## config.mk

```make
export PLATFORM = sky130hd
export DESIGN_NAME = hsr_ctrl
export DESIGN_NICKNAME = d
export VERILOG_FILES = /design/src/rtl/hsr_pkg.sv /design/src/rtl/hsr_ctrl.sv
export SDC_FILE = /design/constraint.sdc
export NUM_CORES = 1
export LEC_CHECK = 0
export BUFFER_PORTS_ARGS = -buffer_cell sky130_fd_sc_hd__buf_2
export CAP_MARGIN = 5
export CELL_PAD_IN_SITES_DETAIL_PLACEMENT = 0
export CELL_PAD_IN_SITES_GLOBAL_PLACEMENT = 1
export CORE_MARGIN = 1.5
export CORE_UTILIZATION = 30
export CTS_BUF_LIST = sky130_fd_sc_hd__clkbuf_4 sky130_fd_sc_hd__clkbuf_8
export CTS_CLUSTER_SIZE = 30
export DETAILED_ROUTE_END_ITERATION = 7
export GPL_ROUTABILITY_DRIVEN = 0
export PLACE_DENSITY_LB_ADDON = 0.1
export RECOVER_POWER = 50
export SETUP_SLACK_MARGIN = 0.05
export SKIP_LAST_GASP = 1
export SYNTH_ARGS = -nofsm -noshare
export SYNTH_HDL_FRONTEND = slang
export SYNTH_SLANG_ARGS = --single-unit
```

## constraint.sdc

```tcl
create_clock -name clk -period 2.97 [get_ports clk]
set_input_delay 0.594 -clock clk [delete_from_list [all_inputs] [get_ports clk]]
set_output_delay 0.594 -clock clk [all_outputs]
set_load 0.02 [all_outputs]
```

## src/rtl/hsr_pkg.sv

```systemverilog
// shared constants and controller/datapath command types for the heap sorter
package hsr_pkg;

    localparam int DEPTH_DEF         = 64;
    localparam int KEY_WIDTH_DEF     = 32;
    localparam int PAYLOAD_WIDTH_DEF = 32;

    // source of the word written into the record memory
    typedef enum logic [1:0] {
        SRC_IN,
        SRC_CUR,
        SRC_CHILD,
        SRC_RD
    } wr_src_t;

    typedef struct packed {
        logic    wr_en;
        wr_src_t wr_src;
        logic    latch_cur;
        logic    latch_child;
        logic    latch_out;
    } dp_cmd_t;

    typedef struct packed {
        logic lc_gt;
        logic rc_gt;
    } dp_stat_t;

endpackage

```

## src/rtl/hsr_ctrl.sv

```systemverilog
// sequencer for load, heap build, extraction and result output
module hsr_ctrl #(
    parameter int DEPTH  = hsr_pkg::DEPTH_DEF,
    localparam int IDX_W = $clog2(DEPTH),
    localparam int CNT_W = $clog2(DEPTH + 1)
) (
    input  logic              clk,
    input  logic              rst_n,
    input  logic              rec_valid,
    output logic              rec_ready,
    input  logic              last,
    output logic              res_valid,
    input  logic              res_ready,
    output logic              final_res,
    output logic              overflowed,
    output hsr_pkg::dp_cmd_t  cmd,
    output logic [IDX_W-1:0]  rd_addr,
    output logic [IDX_W-1:0]  wr_addr,
    input  hsr_pkg::dp_stat_t stat
);

    localparam int CH_W = IDX_W + 2;

    typedef enum logic [3:0] {
        S_LOAD,
        S_START,
        S_ROOT_RD,
        S_ROOT_LAT,
        S_LVL_A,
        S_LVL_B,
        S_LVL_C,
        S_SWAP_RD,
        S_SWAP_LAT,
        S_SWAP_WR,
        S_OUT_RD,
        S_OUT_LAT,
        S_OUT_WAIT
    } state_t;

    state_t           state_reg, state_next;
    logic             extract_reg, extract_next;
    logic [IDX_W-1:0] i_reg, i_next;
    logic [CNT_W-1:0] heap_n_reg, heap_n_next;
    logic [IDX_W-1:0] root_reg, root_next;
    logic [IDX_W-1:0] end_reg, end_next;
    logic [IDX_W-1:0] k_reg, k_next;
    logic [CNT_W-1:0] count_reg, count_next;
    logic             ovf_reg, ovf_next;
    logic             res_valid_reg, res_valid_next;
    logic             final_reg, final_next;
    logic             ovf_out_reg, ovf_out_next;

    logic [CH_W-1:0]  lc_w;
    logic [CH_W-1:0]  rc_w;
    logic [CH_W-1:0]  heap_n_w;
    logic             lc_in;
    logic             rc_in;
    logic [CNT_W-1:0] half_m1;
    logic [CNT_W-1:0] count_m1;
    logic             sift_done;

    assign lc_w     = CH_W'({i_reg, 1'b1});
    assign rc_w     = lc_w + CH_W'(1);
    assign heap_n_w = CH_W'(heap_n_reg);
    assign lc_in    = lc_w < heap_n_w;
    assign rc_in    = rc_w < heap_n_w;
    assign half_m1  = (count_reg >> 1) - CNT_W'(1);
    assign count_m1 = count_reg - CNT_W'(1);

    always_comb
    begin
        state_next     = state_reg;
        extract_next   = extract_reg;
        i_next         = i_reg;
        heap_n_next    = heap_n_reg;
        root_next      = root_reg;
        end_next       = end_reg;
        k_next         = k_reg;
        count_next     = count_reg;
        ovf_next       = ovf_reg;
        res_valid_next = res_valid_reg;
        final_next     = final_reg;
        ovf_out_next   = ovf_out_reg;
        cmd            = '0;
        cmd.wr_src     = hsr_pkg::SRC_CUR;
        rd_addr        = '0;
        wr_addr        = i_reg;
        sift_done      = 1'b0;

        unique case (state_reg)
            S_LOAD:
            begin
                wr_addr = count_reg[IDX_W-1:0];
                if (rec_valid)
                begin
                    if (count_reg < CNT_W'(DEPTH))
                    begin
                        cmd.wr_en  = 1'b1;
                        cmd.wr_src = hsr_pkg::SRC_IN;
                        count_next = count_reg + CNT_W'(1);
                    end
                    else
                    begin
                        ovf_next = 1'b1;
                    end
                    if (last)
                    begin
                        state_next = S_START;
                    end
                end
            end
            S_START:
            begin
                extract_next = 1'b0;
                k_next       = '0;
                if (count_reg < CNT_W'(2))
                begin
                    state_next = S_OUT_RD;
                end
                else
                begin
                    root_next  = half_m1[IDX_W-1:0];
                    state_next = S_ROOT_RD;
                end
            end
            S_ROOT_RD:
            begin
                rd_addr     = root_reg;
                i_next      = root_reg;
                heap_n_next = count_reg;
                state_next  = S_ROOT_LAT;
            end
            S_ROOT_LAT:
            begin
                cmd.latch_cur = 1'b1;
                state_next    = S_LVL_A;
            end
            S_LVL_A:
            begin
                rd_addr = lc_w[IDX_W-1:0];
                if (!lc_in)
                begin
                    // leaf reached: park the held record here
                    cmd.wr_en = 1'b1;
                    sift_done = 1'b1;
                end
                else
                begin
                    state_next = S_LVL_B;
                end
            end
            S_LVL_B:
            begin
                cmd.latch_child = 1'b1;
                rd_addr         = rc_w[IDX_W-1:0];
                state_next      = S_LVL_C;
            end
            S_LVL_C:
            begin
                cmd.wr_en = 1'b1;
                if (rc_in && stat.rc_gt)
                begin
                    cmd.wr_src = hsr_pkg::SRC_RD;
                    i_next     = rc_w[IDX_W-1:0];
                    state_next = S_LVL_A;
                end
                else if (stat.lc_gt)
                begin
                    cmd.wr_src = hsr_pkg::SRC_CHILD;
                    i_next     = lc_w[IDX_W-1:0];
                    state_next = S_LVL_A;
                end
                else
                begin
                    sift_done = 1'b1;
                end
            end
            S_SWAP_RD:
            begin
                rd_addr    = end_reg;
                state_next = S_SWAP_LAT;
            end
            S_SWAP_LAT:
            begin
                // old end slot becomes the held record, root moves to the end
                cmd.latch_cur = 1'b1;
                rd_addr       = '0;
                state_next    = S_SWAP_WR;
            end
            S_SWAP_WR:
            begin
                cmd.wr_en   = 1'b1;
                cmd.wr_src  = hsr_pkg::SRC_RD;
                wr_addr     = end_reg;
                i_next      = '0;
                heap_n_next = CNT_W'(end_reg);
                state_next  = S_LVL_A;
            end
            S_OUT_RD:
            begin
                rd_addr    = k_reg;
                state_next = S_OUT_LAT;
            end
            S_OUT_LAT:
            begin
                cmd.latch_out  = 1'b1;
                res_valid_next = 1'b1;
                final_next     = CNT_W'(k_reg) == count_m1;
                ovf_out_next   = (CNT_W'(k_reg) == count_m1) && ovf_reg;
                state_next     = S_OUT_WAIT;
            end
            S_OUT_WAIT:
            begin
                if (res_ready)
                begin
                    res_valid_next = 1'b0;
                    if (final_reg)
                    begin
                        count_next = '0;
                        ovf_next   = 1'b0;
                        state_next = S_LOAD;
                    end
                    else
                    begin
                        k_next     = k_reg + IDX_W'(1);
                        state_next = S_OUT_RD;
                    end
                end
            end
            default:
            begin
                state_next = S_LOAD;
            end
        endcase

        if (sift_done)
        begin
            if (!extract_reg)
            begin
                if (root_reg == '0)
                begin
                    extract_next = 1'b1;
                    end_next     = count_m1[IDX_W-1:0];
                    state_next   = S_SWAP_RD;
                end
                else
                begin
                    root_next  = root_reg - IDX_W'(1);
                    state_next = S_ROOT_RD;
                end
            end
            else if (end_reg == IDX_W'(1))
            begin
                k_next     = '0;
                state_next = S_OUT_RD;
            end
            else
            begin
                end_next   = end_reg - IDX_W'(1);
                state_next = S_SWAP_RD;
            end
        end
    end

    always_ff @(posedge clk or negedge rst_n)
    begin
        if (!rst_n)
        begin
            state_reg     <= S_LOAD;
            extract_reg   <= 1'b0;
            i_reg         <= '0;
            heap_n_reg    <= '0;
            root_reg      <= '0;
            end_reg       <= '0;
            k_reg         <= '0;
            count_reg     <= '0;
            ovf_reg       <= 1'b0;
            res_valid_reg <= 1'b0;
            final_reg     <= 1'b0;
            ovf_out_reg   <= 1'b0;
        end
        else
        begin
            state_reg     <= state_next;
            extract_reg   <= extract_next;
            i_reg         <= i_next;
            heap_n_reg    <= heap_n_next;
            root_reg      <= root_next;
            end_reg       <= end_next;
            k_reg         <= k_next;
            count_reg     <= count_next;
            ovf_reg       <= ovf_next;
            res_valid_reg <= res_valid_next;
            final_reg     <= final_next;
            ovf_out_reg   <= ovf_out_next;
        end
    end

    assign rec_ready  = state_reg == S_LOAD;
    assign res_valid  = res_valid_reg;
    assign final_res  = final_reg;
    assign overflowed = ovf_out_reg;

endmodule

```

==> reports/results.tsv, run 1 <==
stage	metric	value	unit
run_status	outcome	complete, but fails checks	
run_status	failed_checks	DRC, setup timing	
timing	fin_ws	-31.3	ps
timing	whs	469	ps
yosys	synth_area_leaders	dfrtp_1, ha_1, nand2_1	
clocking	cts_buffer_depth	2	
floorplan	core	11600	sq um
global_routing	overflow	0	
finish	fill_cells	1161	
global_routing	grt_max_degree	29	
routing	via_count	3462	
setup_path	r2r-start	i_reg[0]	
power_and_ir_drop	p_per_area	1120	nW/um^2
job	max_cap_violations	0	
floorplan	rows	39	
setup_path	worstPathArrival	2410	ps
timing	slew_headroom	22.0	%
yosys	seq_area_frac_synth	32.7	%
clocking	cts_max_level	2	
routing	vias_per_cell	5.51	
placed_design	dp_hpwl	9.33	mm
timing	final_max_slew_viol_count	0	
placed_design	dpl_worst_slack	75.1	ps
min_path	hold_path_class	in -> async	
floorplan	die-area	12700	sq um
yosys	synth-warning-count	0	
global_routing	grt_antenna_before_repair	0	
setup_path	cp.required	2380	ps
global_routing	track_usage	20.5	%
floorplan	die_w	112	um
placed_design	port_buffers	28	
timing	skew	7.31	ps
yosys	avgSynthCellArea	8.36	sq um
routing	post-route-drc-count	2	
setup_path	timing_worst_setup_path_type	reg -> out	
power_and_ir_drop	ir_drop	374	uV
clocking	clkTransAtPathRegs	90	ps
global_routing	grt_pass1_vias	3445	
finish	drive_gt1_share	24.3	%
yosys	synth_area	3600	sq um
routing	drtIter0Drc	176	
setup_path	cp-end-kind	primary output	
clocking	insertion_delay	330	ps
yosys	synthFlopType	dfrtp_1	
clocking	root_buffer	clkbuf_8	
clocking	numCtsBuffers	5	
timing	finalHoldViolCount	0	
timing	rsz0062_at_grt	true	
global_routing	grt_pass1_wl	19.7	mm
yosys	synth.top_cells.by_count	dfrtp_1, nand2_1, nor2_1	
yosys	ys_ff_latch	47	
yosys	synth_edf_count	0	
power_and_ir_drop	power	4.93	mW
floorplan	initial_core_util	31.1	%
yosys	synth.most_common_cell	dfrtp_1	
yosys	syn_inst	430	
setup_path	crit_path_start	i_reg[0]	
timing	fin_crit_sh	101	%
setup_path	path_max_fanout	3	
power_and_ir_drop	p_leak	1.92	nW
timing	fin_crit	3000	ps
setup_path	regToRegSetupSlack	40	ps
yosys	synth_fp_nets	459	
timing	finalSetupViolCount	2	
finish	regArea	1180	sq um
clocking	cts_tree	done	
yosys	synth_area_leader_cell	dfrtp_1	
finish	final_util	38.1	%
floorplan	ios	29	
finish	fin_nets	515	
finish	antenna_cells	0	
finish	multiInputGateArea	2400	sq um
yosys	synth_top_area_share	32.7	%
setup_path	worst_setup_path_start_kind	register	
floorplan	die_y	112	um
timing	tightest_slew	1170	ps
clocking	numClockSinks	47	
yosys	synthArstFlopShare	100	%
timing	fmax	0.333	GHz
yosys	synth.distinct_cells	64	
routing	wirelength	12.4	mm
routing	wl_per_cell	19.8	um
routing	ant_nets	0	
routing	drt_first_pass_iters	7	
finish	area_growth	22.5	%
[area by class of cell]
type                       instances  area share, %
multi-input combinational        339           54.5
sequential                        47           26.9
timing repair buffer              73           11.1
tap                              143           4.06
inverter                          20           1.76
clock buffer                       6           1.73
[per-stage QoR]
step           setup TNS (ps)  cell area, sq um  instances
2_1_floorplan               0              3600        430
3_3_place_gp                0              4030        607
3_5_place_dp                0              4030        607
4_1_cts                 -42.5              4260        621
5_1_grt                 -1180              4410        628
6_report                -45.8              4410        628
[metal layers]
layer	GRT usage, %	vias up	routed length, um
met5	0	-	0
met4	6.41	0	189
met3	3.40	12	460
met2	32.3	73	5660
met1	28.9	1707	6120
li1	-	1670	-
[critical path: stages, from the launching register on]
cell and delay (ps):
dfrtp_2 460, ha_4 200, buf_12 130, xor2_4 160
ha_4 280, o211ai_1 140, a21oi_2 230, nor2_4 60
o21ai_4 170, o21ai_1 90, buf_4 160
[cell families after synthesis]
family,Yosys count,synth area share (%)
fa+ha+maj,22,7.65
flops,47,32.7
xor+xnor,22,5.36
buf+inv,44,5.18
simple gates,177,24.7
compound gates,110,22.0
mux,8,2.40
[cells in the final DEF (no fill, tap or decap), types with 3 or more instances in the layout]
cell type / instances
nand2_1: 43
dfrtp_1: 41
buf_4: 41
nor2_1: 36
a21oi_1: 22
buf_2: 22
nand3_1: 19
ha_1: 19
inv_1: 18
o21ai_0: 17
nor3_1: 16
a221o_1: 12
xnor2_1: 11
xor2_1: 9
nand4_1: 9
nand2b_1: 9
o211ai_1: 6
and2_1: 6
a22oi_1: 6
nor3b_1: 6
dfrtp_2: 6
clkbuf_1: 6
a31oi_1: 5
a22o_1: 5
o21a_1: 5
clkbuf_8: 5
nor2_2: 4
or2_2: 3
and3_1: 3
o21ai_1: 3
or3_1: 3
a211o_1: 3
mux2_2: 3
a211oi_1: 3
mux2i_1: 3
ha_4: 3
[timing repair]
action / CTS / global route
setup endpoints to repair: 8 / 27
resized for setup: 22 / 22
cloned: 0 / 0
hold buffers: 0 / 0
pin swaps: 12 / 17
setup buffers: 9 / 7
endpoints found under the hold margin: 0 / 0
[path summary, 6_finish.rpt]
path	cells after the start	to
worst max-delay path	10	cmd[4]
worst min-delay path	1	count_reg[5]
worst max register to register	10	root_reg[3]
worst min register to register	2	overflowed
max in group asynchronous	2	i_reg[4]
min in group clk	2	overflowed
[power breakdown]
group	leakage [nW]	internal [mW]	switching [mW]	total, mW
Clock	0.0406	0.167	0.249	0.416
Combinational	1.29	1.45	1.89	3.34
Sequential	0.595	0.855	0.321	1.18
Total	1.92	2.47	2.46	4.93
Power figures use the tool's default switching activity.
==> run 2, diff against run 1 <==
--- a/config.mk
+++ b/config.mk
@@ -9,7 +9,7 @@
 export CAP_MARGIN = 5
 export CELL_PAD_IN_SITES_DETAIL_PLACEMENT = 0
 export CELL_PAD_IN_SITES_GLOBAL_PLACEMENT = 1
-export CORE_MARGIN = 1.5
+export CORE_MARGIN = 2
 export CORE_UTILIZATION = 30
 export CTS_BUF_LIST = sky130_fd_sc_hd__clkbuf_4 sky130_fd_sc_hd__clkbuf_8
 export CTS_CLUSTER_SIZE = 30
@@ -22,3 +22,4 @@
 export SYNTH_ARGS = -nofsm -noshare
 export SYNTH_HDL_FRONTEND = slang
 export SYNTH_SLANG_ARGS = --single-unit
+export TNS_END_PERCENT = 30
==> run 2 against run 1 <==
The run ends with capacitance limit, slew limit, setup timing left. Critical path depth increased by 1. Via count increased by 3.3%. Non-clock buffer count increased by 13. Clock power increased by 1%.
==> reports/results.tsv, run 2 (synthesis results as in run 1) <==
stage	metric	value	unit	change
global_routing	track_usage	19.9	%	was 20.5%
timing	fmax	0.331	GHz	was 0.333 GHz
run_status	failed_checks	capacitance limit, slew limit, setup timing		was DRC, setup timing
setup_path	cp-end-kind	primary output		unchanged
clocking	numClockSinks	47		unchanged
global_routing	grtUsageMet2	30.9	%	was 32.3%
clocking	root_buffer	clkbuf_8		unchanged
setup_path	timing.rr.end	root_reg[3]		unchanged
clocking	insertion_delay	320	ps	was 330 ps
global_routing	grt_util_met3	3.08	%	was 3.40%
timing	rsz0062_at_grt	true		unchanged
power_and_ir_drop	p_leak	2.01	nW	was 1.92 nW
setup_path	cp.required	2380	ps	about the same
floorplan	rows	39		unchanged
finish	final_cell_mix	buf_4, nand2_1, dfrtp_1		was nand2_1, dfrtp_1, buf_4
finish	drive_gt1_share	26.8	%	was 24.3%
placed_design	dp_hpwl	9.65	mm	was 9.33 mm
global_routing	overflow	0		unchanged
finish	fin_nets	528		was 515
setup_path	regToRegSetupSlack	-20	ps	was 40 ps
finish	antenna_cells	0		unchanged
job	max_cap_violations	1		was 0
floorplan	ios	29		unchanged
clocking	numCtsBuffers	5		unchanged
routing	drt_first_pass_iters	6		was 7
timing	finalHoldViolCount	0		unchanged
setup_path	rr_worst_depth	10		unchanged
timing	tightest_slew	1650	ps	was 1170 ps
min_path	whs_endpoint	overflowed		
min_path	worstHoldPathCells	2		
finish	final_common_cell	buf_4		was nand2_1
min_path	hold_start	overflowed		
routing	vias_per_cell	5.56		was 5.51
timing	skew	12.7	ps	was 7.31 ps
clocking	cts_tree	done		unchanged
setup_path	timing_worst_setup_path_type	reg -> out		unchanged
routing	wirelength	12.9	mm	was 12.4 mm
min_path	hold_path_class	reg -> reg		was in -> async
clocking	cts_buffer_depth	2		unchanged
setup_path	r2r-start	i_reg[0]		unchanged
placed_design	dpl-instance-area	4090	sq um	was 4030 sq um
clocking	cts_max_level	2		unchanged
global_routing	grt_pass1_wl	19.6	mm	was 19.7 mm
timing	fin_crit	3020	ps	was 3000 ps
global_routing	met1_usage	29.1	%	was 28.9%
global_routing	grt_antenna_before_repair	0		unchanged
placed_design	dpl_worst_slack	17.7	ps	was 75.1 ps
setup_path	worst_setup_path_start_kind	register		unchanged
setup_path	worstPathArrival	2430	ps	was 2410 ps
placed_design	port_buffers	28		unchanged
routing	ant_nets	0		unchanged
floorplan	die_y	113	um	was 112 um
clocking	clkTransAtPathRegs	100	ps	was 90 ps
floorplan	die_w	113	um	was 112 um
timing	fin_crit_sh	102	%	was 101%
routing	wl_per_cell	20.1	um	was 19.8 um
routing	drtIter0Drc	222		was 176
timing	fin_ws	-52.6	ps	was -31.3 ps
timing	final_max_slew_viol_count	27		was 0
global_routing	grt_max_degree	27		was 29
finish	design_area	4550	sq um	was 4410 sq um
power_and_ir_drop	p_per_area	1150	nW/um^2	was 1120 nW/um^2
run_status	outcome	complete, but fails checks		unchanged
timing	slew_headroom	-9.70	%	was 22.0%
timing	finalSetupViolCount	4		was 2
floorplan	die-area	12900	sq um	was 12700 sq um
clocking	ctsHoldBuffers	0		unchanged
finish	area_growth	26.4	%	was 22.5%
setup_path	path_max_fanout	3		unchanged
global_routing	grt_pass1_vias	3428		was 3445
finish	fill_cells	1192		was 1161
floorplan	core	11600	sq um	unchanged
routing	post-route-drc-count	0		was 2
power_and_ir_drop	ir_drop	347	uV	was 374 uV
routing	via_count	3576		was 3462
global_routing	top_usage_layer	met2		unchanged
floorplan	initial_core_util	31.1	%	unchanged
-- run 2: metal layers --
layer / part of all wire (%) / up-vias / routed length [um]
met4: 1.3 / 0 / 172
li1: - / 1698 / -
met1: 47 / 1791 / 6040
met2: 47 / 76 / 6060
met5: 0 / - / 0
met3: 5.0 / 11 / 639
-- run 2: repair_timing --
action,in CTS,in global routing
buffers inserted,13,11
resized for setup,20,31
endpoints found under the setup margin,2,31
pin swaps,11,17
-- run 2: worst max path at each step --
stage / from / to / slack, ps / cells past startpoint
after global routing: i_reg[2] / cmd[3] / -150 / 11
final: i_reg[0] / cmd[3] / -50 / 11
after global placement: i_reg[1] / cmd[4] / 130 / 11
after CTS: i_reg[1] / cmd[3] / -60 / 11
after detailed placement: i_reg[1] / cmd[4] / 20 / 11
after floorplan: i_reg[0] / cmd[4] / 90 / 10
-- run 2: worst max-delay path: stages (launching register included) --
cell and delay, ps:
dfrtp_2 450, ha_4 180, nand3_4 100, xnor2_4 190
ha_4 230, nand3_2 50, and4b_1 230, nand2_2 90
nor2_4 150, inv_2 70, a31oi_4 200, buf_6 140
-- run 2: report_power, final --
part	internal (mW)	switching [mW]	total, mW
logic	1.62	2.10	3.72
clock network	0.163	0.257	0.420
registers	0.853	0.255	1.11
total	2.64	2.61	5.24
-- run 2: per-stage QoR --
stage	instances	util (%)	hold slack (ps)	power, mW	TNS, ps
finish	643	39.3	490	5.24	-120
global route	643	39.3	519	5.64	-763
CTS	635	37.8	259	4.93	-102
detailed placement	614	35.3	469	4.14	0
global placement	614	35.3	460	4.14	0
floorplan	430	-	298	3.10	0
-- run 2: layout make-up --
cell class | count | area (sq um) | area share, %
flip-flops and latches | 47 | 1180 | 26.0
multi-input cells | 339 | 2440 | 53.7
inverters | 20 | 77.6 | 1.71
repair buffers | 86 | 583 | 12.8
clock inverters | 3 | 15.0 | 0.330
clock buffers | 5 | 68.8 | 1.51
well taps | 143 | 179 | 3.94
==> run 3, diff against run 2 <==
--- a/config.mk
+++ b/config.mk
@@ -15,9 +15,9 @@
 export CTS_CLUSTER_SIZE = 30
 export DETAILED_ROUTE_END_ITERATION = 7
 export GPL_ROUTABILITY_DRIVEN = 0
+export HOLD_SLACK_MARGIN = 0.1
 export PLACE_DENSITY_LB_ADDON = 0.1
 export RECOVER_POWER = 50
-export SETUP_SLACK_MARGIN = 0.05
 export SKIP_LAST_GASP = 1
 export SYNTH_ARGS = -nofsm -noshare
 export SYNTH_HDL_FRONTEND = slang
==> run 3 against run 2 <==
The run still ends with capacitance limit, slew limit, setup timing left. Sequential cell count unchanged. Die area unchanged. Hold slack improved by 6.1 ps. Clock skew decreased by 2.4 ps. Largest cell class unchanged.
==> reports/results.tsv, run 3 (synthesis results as in run 1) <==
stage	metric	value	unit	change
global_routing	overflow	0		unchanged
timing	fin_crit	3000	ps	was 3020 ps
routing	post-route-drc-count	0		unchanged
clocking	cts_tree	done		unchanged
floorplan	initial_core_util	31.1	%	unchanged
timing	fin_ws	-33.4	ps	was -52.6 ps
timing	skew	10.3	ps	was 12.7 ps
timing	whs	496	ps	was 490 ps
routing	via_count	3367		was 3576
finish	design_area	4280	sq um	was 4550 sq um
clocking	clkTransAtPathRegs	100	ps	about the same
clocking	root_buffer	clkbuf_8		unchanged
clocking	insertion_delay	340	ps	was 320 ps
setup_path	cp.required	2380	ps	about the same
setup_path	r2r-start	i_reg[0]		unchanged
floorplan	ios	29		unchanged
routing	wl_per_cell	19.8	um	was 20.1 um
run_status	failed_checks	capacitance limit, slew limit, setup timing		unchanged
floorplan	die_y	113	um	unchanged
timing	finalHoldViolCount	0		unchanged
clocking	numCtsBuffers	5		unchanged
setup_path	worstPathArrival	2410	ps	was 2430 ps
clocking	cts_buffer_depth	2		unchanged
finish	area_growth	18.9	%	was 26.4%
global_routing	grt_antenna_before_repair	0		unchanged
timing	fmax	0.333	GHz	was 0.331 GHz
placed_design	dpl-instance-area	4030	sq um	was 4090 sq um
routing	wirelength	12.3	mm	was 12.9 mm
finish	fin_nets	505		was 528
power_and_ir_drop	p_per_area	1130	nW/um^2	was 1150 nW/um^2
routing	ant_nets	0		unchanged
power_and_ir_drop	p_leak	1.88	nW	was 2.01 nW
power_and_ir_drop	ir_drop	318	uV	was 347 uV
setup_path	crit_path_start	i_reg[0]		unchanged
finish	final_common_cell	dfrtp_1		was buf_4
power_and_ir_drop	combPwrFrac	64.7	%	was 70.9%
floorplan	die-area	12900	sq um	unchanged
floorplan	die_w	113	um	unchanged
placed_design	dp_hpwl	9.59	mm	was 9.65 mm
clocking	cts_max_level	2		unchanged
setup_path	worst_setup_path_start_kind	register		unchanged
power_and_ir_drop	p_sw_share	49.8	%	was 49.7%
setup_path	timing_worst_setup_path_type	reg -> out		unchanged
setup_path	path_max_fanout	3		unchanged
min_path	hold_start	overflowed		unchanged
placed_design	port_buffers	28		unchanged
finish	drive_gt1_share	21.0	%	was 26.8%
routing	drtIter0Drc	180		was 222
power_and_ir_drop	seqPwrFrac	24.0	%	was 21.1%
routing	vias_per_cell	5.43		was 5.56
run_status	outcome	complete, but fails checks		unchanged
timing	final_max_slew_viol_count	28		was 27
power_and_ir_drop	pwr-share-clk	11.3	%	was 8.0%
floorplan	core	11600	sq um	unchanged
finish	antenna_cells	0		unchanged
timing	finalSetupViolCount	2		was 4
timing	tightest_slew	1560	ps	was 1650 ps
global_routing	grt_pass1_vias	3320		was 3428
power_and_ir_drop	p_int	2.43	mW	was 2.64 mW
global_routing	grt_pass1_wl	19.4	mm	was 19.6 mm
timing	fin_setup_tns	-48.9	ps	was -120 ps
routing	drt_first_pass_iters	5		was 6
floorplan	rows	39		unchanged
timing	fin_crit_sh	101	%	was 102%
timing	slew_headroom	-3.92	%	was -9.70%
setup_path	cp-end-kind	primary output		unchanged
job	max_cap_violations	1		unchanged
clocking	numClockSinks	47		unchanged
global_routing	grt_max_degree	28		was 27
placed_design	dpl_worst_slack	122	ps	was 17.7 ps
power_and_ir_drop	power	4.84	mW	was 5.24 mW
min_path	hold_path_class	reg -> reg		unchanged
finish	final_cell_mix	dfrtp_1, nand2_1, nor2_1		was buf_4, nand2_1, dfrtp_1
global_routing	track_usage	19.9	%	about the same
power_and_ir_drop	p_switching	2.41	mW	was 2.61 mW
timing	rsz0062_at_grt	true		unchanged
## run 3: cell types whose count changed in the layout (fill, tap and decap cells not counted), sizes merged
cell | before | now
buf | 80 | 57
bufinv | 0 | 1
clkbuf | 11 | 12
clkinv | 3 | 1
## run 3: what timing repair did
| item | CTS | global route |
|---|---|---|
| pin swaps | 6 | 8 |
| hold buffers | 0 | 0 |
| gates resized for setup | 17 | 11 |
| buffers inserted | 3 | 2 |
| setup endpoints to repair | 8 | 4 |
## run 3: through the flow
step / util, % / cells
5_1_grt: 37.0 / 620
3_5_place_dp: 34.8 / 607
4_1_cts: 36.7 / 618
2_1_floorplan: - / 430
3_3_place_gp: 34.8 / 607
6_report: 37.0 / 620
## run 3: critical path: stages (launching register included)
cell and delay (ps):
dfrtp_2 430, ha_4 180, nand3_4 80, xnor2_2 160, ha_1 310, nand3_1 70, and4b_1 230, nand2_2 90
nor2_4 130, inv_2 60, a31oi_4 170, buf_6 140
## run 3: final cells by class
class | instances | area, sq um
timing repair buffer | 63 | 403
multi-input combinational | 339 | 2320
inverter | 20 | 75.1
sequential | 47 | 1180
clock inverter | 2 | 35.0
clock buffer | 6 | 82.6
fill | 1224 | 7290
tap | 143 | 179
## run 3: path summary, 6_finish.rpt
| path | cells after the start | slack [ps] | to |
|---|---|---|---|
| min in group asynchronous | 1 | 620 | count_reg[5] |
| worst min register to register | 2 | 500 | overflowed |
| max in group asynchronous | 2 | 970 | i_reg[0] |
| worst max register to register | 11 | 160 | root_reg[3] |
| worst max-delay path | 11 | -30 | cmd[3] |
| worst min-delay path | 2 | 500 | overflowed |
## run 3: power groups by stage
stage,combinational (mW),clock [mW],sequential (mW)
global route,3.45,0.583,1.20
global placement,2.91,0,1.15
CTS,3.07,0.566,1.16
detailed placement,2.91,0,1.16
floorplan,2.04,0,1.04
finish,3.13,0.546,1.16
## run 3: routing by layer
layer  wire [um]  vias up  global-route usage (%)
met2        5610       66                    30.5
met4         178        0                    6.10
met3         535       10                    3.56
li1            -     1650                       -
met5           0        -                       0
met1        5940     1641                    28.5
